## src/hw/rtl/bstk_pkg.sv

```systemverilog
// Shared types and codes for the bounded stack with statistics.
package bstk_pkg;

  localparam logic [1:0] KIND_PUSH   = 2'd0;
  localparam logic [1:0] KIND_POP    = 2'd1;
  localparam logic [1:0] KIND_SEARCH = 2'd2;

  localparam logic [1:0] STAT_OK    = 2'd0;
  localparam logic [1:0] STAT_FULL  = 2'd1;
  localparam logic [1:0] STAT_EMPTY = 2'd2;

  typedef struct packed {
    logic [1:0]         kind;
    logic signed [31:0] value;
  } req_t;

  typedef struct packed {
    logic [1:0]         status;
    logic [4:0]         depth;
    logic signed [31:0] largest;
    logic signed [31:0] smallest;
    logic signed [39:0] mean_fixed;
    logic [4:0]         match_count;
  } rsp_t;

  typedef enum logic [2:0] {
    S_IDLE,
    S_SCAN,
    S_PREP,
    S_DIV,
    S_DONE
  } state_t;

endpackage

```

## src/hw/rtl/bstk_ram.sv

```systemverilog
// Generic single-write, single-read RAM with registered read data.
module bstk_ram #(
  parameter int WIDTH = 32,
  parameter int DEPTH = 16
) (
  input  logic                                    clk,
  input  logic                                    we,
  input  logic [((DEPTH > 1) ? $clog2(DEPTH) : 1)-1:0] waddr,
  input  logic [WIDTH-1:0]                        wdata,
  input  logic [((DEPTH > 1) ? $clog2(DEPTH) : 1)-1:0] raddr,
  output logic [WIDTH-1:0]                        rdata
);

  logic [WIDTH-1:0] mem [DEPTH];

  always_ff @(posedge clk) begin
    if (we) begin
      mem[waddr] <= wdata;
    end
    rdata <= mem[raddr];
  end

endmodule

```

## src/hw/rtl/bounded_stack_with_stats.sv

```systemverilog
// Bounded stack of signed 32-bit values with max, min, mean and key match statistics.
//
// Each request (push, pop or search) yields one response with status, depth after the
// operation, largest, smallest, mean (signed, 8 fraction bits, truncated toward zero)
// and, for a search, the number of entries equal to the key. Entries live in one RAM;
// after the stack update the block reads back every held entry, one per cycle, then
// divides the scaled sum by the depth with a bit-serial divider of 40 + clog2(STACK_DEPTH+1)
// steps (45 at the default depth); a request that leaves the stack empty skips both phases.
// One request is in work at a time, and the next is taken while a response waits.
module bounded_stack_with_stats #(
  parameter int STACK_DEPTH = 16
) (
  input  logic          clk,
  input  logic          rst,
  input  logic          req_valid,
  output logic          req_ready,
  input  bstk_pkg::req_t req,
  output logic          rsp_valid,
  input  logic          rsp_ready,
  output bstk_pkg::rsp_t rsp
);

  localparam int AW = (STACK_DEPTH > 1) ? $clog2(STACK_DEPTH) : 1;
  localparam int CW = $clog2(STACK_DEPTH + 1);
  localparam int SW = 32 + CW;
  localparam int DW = SW + 8;
  localparam int BW = $clog2(DW + 1);

  bstk_pkg::state_t state, state_next;

  logic [CW-1:0]        cnt, cnt_acc;
  logic [1:0]           stat_acc, status_r;
  logic [1:0]           kind_r;
  logic signed [31:0]   key_r;
  logic [CW-1:0]        idx;
  logic                 pend, pend_first, pend_last;
  logic signed [31:0]   hi, lo;
  logic signed [SW-1:0] sum;
  logic [CW-1:0]        match_cnt;
  logic                 neg;
  logic [DW-1:0]        quo;
  logic [CW-1:0]        rem;
  logic [BW-1:0]        bitcnt;

  logic                 accept, issue, load_rsp, we;
  logic [AW-1:0]        waddr;
  logic [31:0]          rdata;
  logic signed [31:0]   elem;
  logic [SW-1:0]        sum_mag;
  logic [CW:0]          rem_sh, rem_diff;
  logic                 ge;
  logic [DW-1:0]        mean_full;

  assign accept = req_valid && req_ready;
  assign elem   = rdata;

  // Stack update for the request being taken.
  always_comb begin
    cnt_acc  = cnt;
    stat_acc = bstk_pkg::STAT_OK;
    we       = 1'b0;
    waddr    = cnt[AW-1:0];
    unique case (req.kind)
      bstk_pkg::KIND_PUSH: begin
        if (cnt >= CW'(STACK_DEPTH)) begin
          stat_acc = bstk_pkg::STAT_FULL;
        end else begin
          we      = accept;
          cnt_acc = cnt + CW'(1);
        end
      end
      bstk_pkg::KIND_POP: begin
        if (cnt == '0) begin
          stat_acc = bstk_pkg::STAT_EMPTY;
        end else begin
          cnt_acc = cnt - CW'(1);
        end
      end
      default: begin
      end
    endcase
    if (cnt_acc == '0) begin
      stat_acc = bstk_pkg::STAT_EMPTY;
    end
  end

  bstk_ram #(
    .WIDTH(32),
    .DEPTH(STACK_DEPTH)
  ) u_ram (
    .clk  (clk),
    .we   (we),
    .waddr(waddr),
    .wdata(req.value),
    .raddr(idx[AW-1:0]),
    .rdata(rdata)
  );

  // Next state.
  always_comb begin
    state_next = state;
    unique case (state)
      bstk_pkg::S_IDLE: begin
        if (accept) begin
          state_next = (cnt_acc == '0) ? bstk_pkg::S_DONE : bstk_pkg::S_SCAN;
        end
      end
      bstk_pkg::S_SCAN: if (pend_last) state_next = bstk_pkg::S_PREP;
      bstk_pkg::S_PREP: state_next = bstk_pkg::S_DIV;
      bstk_pkg::S_DIV:  if (bitcnt == BW'(1)) state_next = bstk_pkg::S_DONE;
      bstk_pkg::S_DONE: if (!rsp_valid || rsp_ready) state_next = bstk_pkg::S_IDLE;
      default: state_next = bstk_pkg::S_IDLE;
    endcase
  end

  // Control outputs.
  always_comb begin
    req_ready = 1'b0;
    issue     = 1'b0;
    load_rsp  = 1'b0;
    unique case (state)
      bstk_pkg::S_IDLE: req_ready = 1'b1;
      bstk_pkg::S_SCAN: issue = (idx != cnt);
      bstk_pkg::S_DONE: load_rsp = !rsp_valid || rsp_ready;
      default: begin
      end
    endcase
  end

  // Divider step: restoring, one quotient bit per cycle.
  always_comb begin
    sum_mag  = sum[SW-1] ? SW'(-sum) : SW'(sum);
    rem_sh   = {rem, quo[DW-1]};
    ge       = rem_sh >= {1'b0, cnt};
    rem_diff = ge ? (rem_sh - {1'b0, cnt}) : rem_sh;
    mean_full = neg ? DW'(-quo) : quo;
  end

  always_ff @(posedge clk) begin
    if (rst) begin
      state     <= bstk_pkg::S_IDLE;
      cnt       <= '0;
      pend      <= 1'b0;
      rsp_valid <= 1'b0;
    end else begin
      state <= state_next;
      pend  <= issue;
      if (accept) begin
        cnt <= cnt_acc;
      end
      if (load_rsp) begin
        rsp_valid <= 1'b1;
      end else if (rsp_ready) begin
        rsp_valid <= 1'b0;
      end
    end
  end

  always_ff @(posedge clk) begin
    pend_first <= issue && (idx == '0);
    pend_last  <= issue && (CW'(idx + CW'(1)) == cnt);
    if (accept) begin
      status_r  <= stat_acc;
      kind_r    <= req.kind;
      key_r     <= req.value;
      idx       <= '0;
      hi        <= '0;
      lo        <= '0;
      sum       <= '0;
      match_cnt <= '0;
      quo       <= '0;
      neg       <= 1'b0;
    end
    if (issue) begin
      idx <= idx + CW'(1);
    end
    // Fold in each entry as its read data returns.
    if (pend) begin
      if (pend_first || elem > hi) hi <= elem;
      if (pend_first || elem < lo) lo <= elem;
      sum <= sum + SW'(elem);
      if (kind_r == bstk_pkg::KIND_SEARCH && elem == key_r) begin
        match_cnt <= match_cnt + CW'(1);
      end
    end
    if (state == bstk_pkg::S_PREP) begin
      neg    <= sum[SW-1];
      quo    <= {sum_mag, 8'b0};
      rem    <= '0;
      bitcnt <= BW'(DW);
    end
    if (state == bstk_pkg::S_DIV) begin
      quo    <= {quo[DW-2:0], ge};
      rem    <= rem_diff[CW-1:0];
      bitcnt <= bitcnt - BW'(1);
    end
    if (load_rsp) begin
      rsp.status      <= status_r;
      rsp.depth       <= 5'(cnt);
      rsp.largest     <= hi;
      rsp.smallest    <= lo;
      rsp.mean_fixed  <= 40'(mean_full);
      rsp.match_count <= 5'(match_cnt);
    end
  end

`ifndef SYNTHESIS
  a_cnt_bound: assert property (@(posedge clk) disable iff (rst)
    cnt <= CW'(STACK_DEPTH))
    else $error("stack count above capacity");

  a_div_nonzero: assert property (@(posedge clk) disable iff (rst)
    (state == bstk_pkg::S_DIV) |-> (cnt != '0))
    else $error("divide started with empty stack");

  a_min_max: assert property (@(posedge clk) disable iff (rst)
    $rose(rsp_valid) |-> (rsp.smallest <= rsp.largest))
    else $error("smallest above largest in response");
`endif

endmodule
```

## config.mk

```make
export PLATFORM = sky130hd
export DESIGN_NAME = bounded_stack_with_stats
export DESIGN_NICKNAME = d
export VERILOG_FILES = /design/src/hw/rtl/bstk_pkg.sv /design/src/hw/rtl/bstk_ram.sv /design/src/hw/rtl/bounded_stack_with_stats.sv
export SDC_FILE = /design/constraint.sdc
export NUM_CORES = 1
export LEC_CHECK = 0
export ABC_CLOCK_PERIOD_IN_PS = 10800
export BUFFER_PORTS_ARGS = -buffer_cell sky130_fd_sc_hd__buf_2
export CAP_MARGIN = 20
export CORE_MARGIN = 4
export CORE_UTILIZATION = 55
export CTS_BUF_LIST = sky130_fd_sc_hd__clkbuf_8 sky130_fd_sc_hd__clkbuf_16
export DETAILED_ROUTE_END_ITERATION = 12
export GPL_TIMING_DRIVEN = 0
export HOLD_SLACK_MARGIN = 0.02
export PLACE_DENSITY = 0.72
export SYNTH_ARGS = -nofsm -noshare
export SYNTH_HDL_FRONTEND = slang
export SYNTH_HIERARCHICAL = 1
export SYNTH_SLANG_ARGS = --single-unit
```

## constraint.sdc

```tcl
create_clock -name clk -period 10.8 [get_ports clk]
set_clock_uncertainty 0.1 [all_clocks]
set_input_delay 0.54 -clock clk [delete_from_list [all_inputs] [get_ports clk]]
set_output_delay 0.54 -clock clk [all_outputs]
set_load 0.05 [all_outputs]
```

==> results.ini <==
[cts]
cts_sinks = 876
cts_made_buffers = 87
insertion_delay_ns = 0.65
clock_path_buffers = 3
cts_tree = yes
clock_tree.root_cell = sky130_fd_sc_hd__clkbuf_16
buffer_count_from_post_cts_setup_fixing = 0
clock_transition_at_the_register_clock_pins_on_the_worst_setup_and_hold_paths_after_cts_ns = 0.06
post_cts_resized = 0
hold_buffers = 0
h-tree-depth = 3

[critical_path]
worst_path_largest_cell_delay_ns = 1.06
timing.critical_path.to_type = register
cp.buffers_inverters = 1
worst-endpoint-required_ns = 11.22
cp-start-kind = register
crit_slowest_cell = sky130_fd_sc_hd__a221oi_1
worst_ep_arrival_time_ns = 4.78
timing.critical_path.fanout_max = 10
crit_chain = ha_1 -> a21o_1 -> a211oi_1 -> o211ai_1 -> a21oi_1 -> o2111ai_1 -> a221oi_1 -> nor2_1 -> clkbuf_1 -> a22o_1
path_class = reg -> reg
cpLargestDelayFamily = compound AO/OA/AOI/OAI gates

[die]
design.portCount = 156
floorplan.initialDensity = 0.554
coreArea_um2 = 67000
die_area_um2 = 71800
dieHeight_um = 268
die_x_um = 268
placementRows = 95

[sta]
fin_setup_tns_ns = 0
tightestPinTransition_ns = 1.18
highest_attainable_clock_frequency_ghz = 0.229
hold_viol_final = 0
timing_max_transition_violations_final = 0
layout_worst_path_cycle_share = 0.404
post-route-min-period_ns = 4.36
rsz0062_at_grt = no
setup_viol = 0
setup_slack_ns = 6.44
worst_slew_margin_rel = 0.211

[synth]
synth-seq-area-share = 0.678
ys.flop_type = sky130_fd_sc_hd__edfxtp_1
ys_warn_count = 6
synth_edf_count = 763
simple_gate_share_of_the_synthesized_area = 0.0658
async_reset_ff_frac = 0
mapped_nets = 2562
synthDistinctLibCells = 72
yosys.area_share.adder = 0.0391
synth_cells = 2409
netlist.area_leader.share = 0.617
synth.largest_area_cell = sky130_fd_sc_hd__edfxtp_1
synth_area_per_cell_um2 = 15.4
yosys.area_share.xor_xnor = 0.0337
yosys-top-cells-area = sky130_fd_sc_hd__edfxtp_1 (62%), sky130_fd_sc_hd__mux4_2 (7.8%), sky130_fd_sc_hd__dfxtp_1 (6.1%)
muxShareOfSynthArea = 0.0898
main_combinational_cell_family_by_area_after_synthesis = multiplexers
synth_compound_gate_area_share = 0.0730
post_synth_instance_area_um2 = 37100
synth-seq-cells = 876

[global_routing]
first_pass_grt_wire_length_mm = 133
globalRoute.totalOverflow = 0
grt_max_degree = 39
via_count_of_the_first_global_routing_pass = 21993
number_of_antenna_violations_at_the_first_check_in_global_routing = 4
grt_util_all_layers = 0.247

[power]
cellLeakagePower_nw = 14.8
totalPowerFinal_mw = 11.8
power-per-cell-area_nw_per_um2 = 277
max-vdd-ir-drop_mv = 0.165

[cells_and_area]
regArea_um2 = 25200
finalNetCount = 2837
finalCoreUtilization = 0.635
final_cells = 3635
multi_input_area_um2 = 11300
layout_commonest_cell = sky130_fd_sc_hd__edfxtp_1
layout-drive-gt1-share = 0.192
layout.cells.most_common_list = sky130_fd_sc_hd__edfxtp_1 (763), sky130_fd_sc_hd__buf_2 (163), sky130_fd_sc_hd__nand2_1 (161), sky130_fd_sc_hd__mux4_2 (128), sky130_fd_sc_hd__inv_1 (126)
area_delta_synth_final_pct = 14.5
n_fill_cell = 4735

[route]
route.antenna.remaining_nets = 0
post_detailed_route_wirelength_per_cell_um = 24.3
routed-via-count = 21932
dr_vias_cell = 6.03
drcViolationCount = 0
wl_mm = 88.3
detail_route.first_pass.iterations = 5
dr.first_iter.drc_count = 2215

[worst_hold_path]
hold_path_class = in -> reg

[placed_design]
gp_congestion = 0.876
dpl_worst_slack_ns = 6.27
numPortBuffers = 155
place_inst = 3468
detailed_place_hpwl_mm = 62.2

[status]
outcome = finished, final reports clean

[job]
drv_cap = 0

[synthesized netlist by cell type (all sizes together) (8+ instances only)]
cell type / n
a211oi: 10
a21o: 38
a21oi: 68
a22o: 32
a22oi: 65
and2: 17
buf: 29
clkbuf: 65
dfxtp: 113
edfxtp: 763
ha: 113
inv: 99
mux2: 33
mux2i: 8
mux4: 128
nand2: 163
nand2b: 15
nand3: 31
nand4: 23
nor2: 131
nor2b: 15
nor3: 42
nor4: 17
o211ai: 10
o21a: 8
o21ai: 100
o31ai: 17
o41ai: 15
or2: 9
or3: 13
or4: 15
xnor2: 74
xor2: 69
[worst reg2reg max path: stages, from the launching register on]
cell and delay (ns):
sky130_fd_sc_hd__dfxtp_1 0.57, sky130_fd_sc_hd__ha_1 0.33, sky130_fd_sc_hd__a21o_1 0.18, sky130_fd_sc_hd__a211oi_1 0.33, sky130_fd_sc_hd__o211ai_1 0.17, sky130_fd_sc_hd__a21oi_1 0.24, sky130_fd_sc_hd__o2111ai_1 0.27, sky130_fd_sc_hd__a221oi_1 1.06
sky130_fd_sc_hd__nor2_1 0.38, sky130_fd_sc_hd__clkbuf_1 0.35, sky130_fd_sc_hd__a22o_1 0.27
[through the flow]
stage | instance area (µm²) | hold WS [ns]
2_1_floorplan | 37100 | 0.300
3_3_place_gp | 39000 | 0.308
3_5_place_dp | 39700 | 0.313
4_1_cts | 42500 | 0.0360
5_1_grt | 42500 | 0.0669
6_report | 42500 | 0.0710
[cells by family (layout without fill, tap and decap cells)]
kind of cell	after synthesis	after routing
compound gates	402	402
xor+xnor	143	143
fa+ha+maj	115	115
buf+inv	194	544
flops	876	876
mux	169	169
other cells	0	3
simple gates	510	510
[layout make-up]
class	count	area share
inverter	100	0.00882
tap	873	0.0257
multi-input combinational	1339	0.266
timing repair buffer	186	0.0321
clock inverter	72	0.0128
antenna	3	0.000176
clock buffer	92	0.0531
sequential	876	0.592
buffer	94	0.00935
[registers in the layout, summed over array words and instances (netlist names)]
register / count
key_r: 32
u_ram/mem: 512
pend_first: 1
quo: 45
pend_last: 1
bitcnt: 6
pend: 1
u_ram/rdata: 32
hi: 32
kind_r: 2
rsp: 116
rem: 5
state: 3
cnt: 5
lo: 32
rsp_valid: 1
sum: 37
neg: 1
status_r: 2
match_cnt: 5
idx: 5
[power by group]
group          leakage (nW)  internal [mW]  switching (mW)
Sequential             7.92           4.24           0.552
Combinational          5.36           1.64            2.43
Clock                  1.48           1.65            1.29
Total                  14.8           7.52            4.27
[metal layers]
layer | up-vias | wire length, µm | part of all wire | GRT usage
li1 | 9899 | - | - | -
met1 | 11035 | 33900 | 0.38 | 0.315
met2 | 849 | 45500 | 0.51 | 0.436
met3 | 147 | 6390 | 0.072 | 0.0401
met4 | 2 | 2510 | 0.028 | 0.0788
met5 | - | 12 | 0.00014 | 0
[path summary, 6_finish.rpt]
kind	from	endpoint	slack [ns]	cells past startpoint
worst max-delay path	u_ram/rdata[9]$_DFF_P_	lo[3]$_DFF_P_	6.44	10
worst min-delay path	rsp_ready	rsp_valid$_SDFFE_PP0P_	0.07	3
worst max register to register	u_ram/rdata[9]$_DFF_P_	lo[3]$_DFF_P_	6.44	10
worst min register to register	status_r[1]$_SDFFCE_PN1P_	rsp[115]$_DFFE_PP_	0.33	0
(Power assumes the default switching activity.)
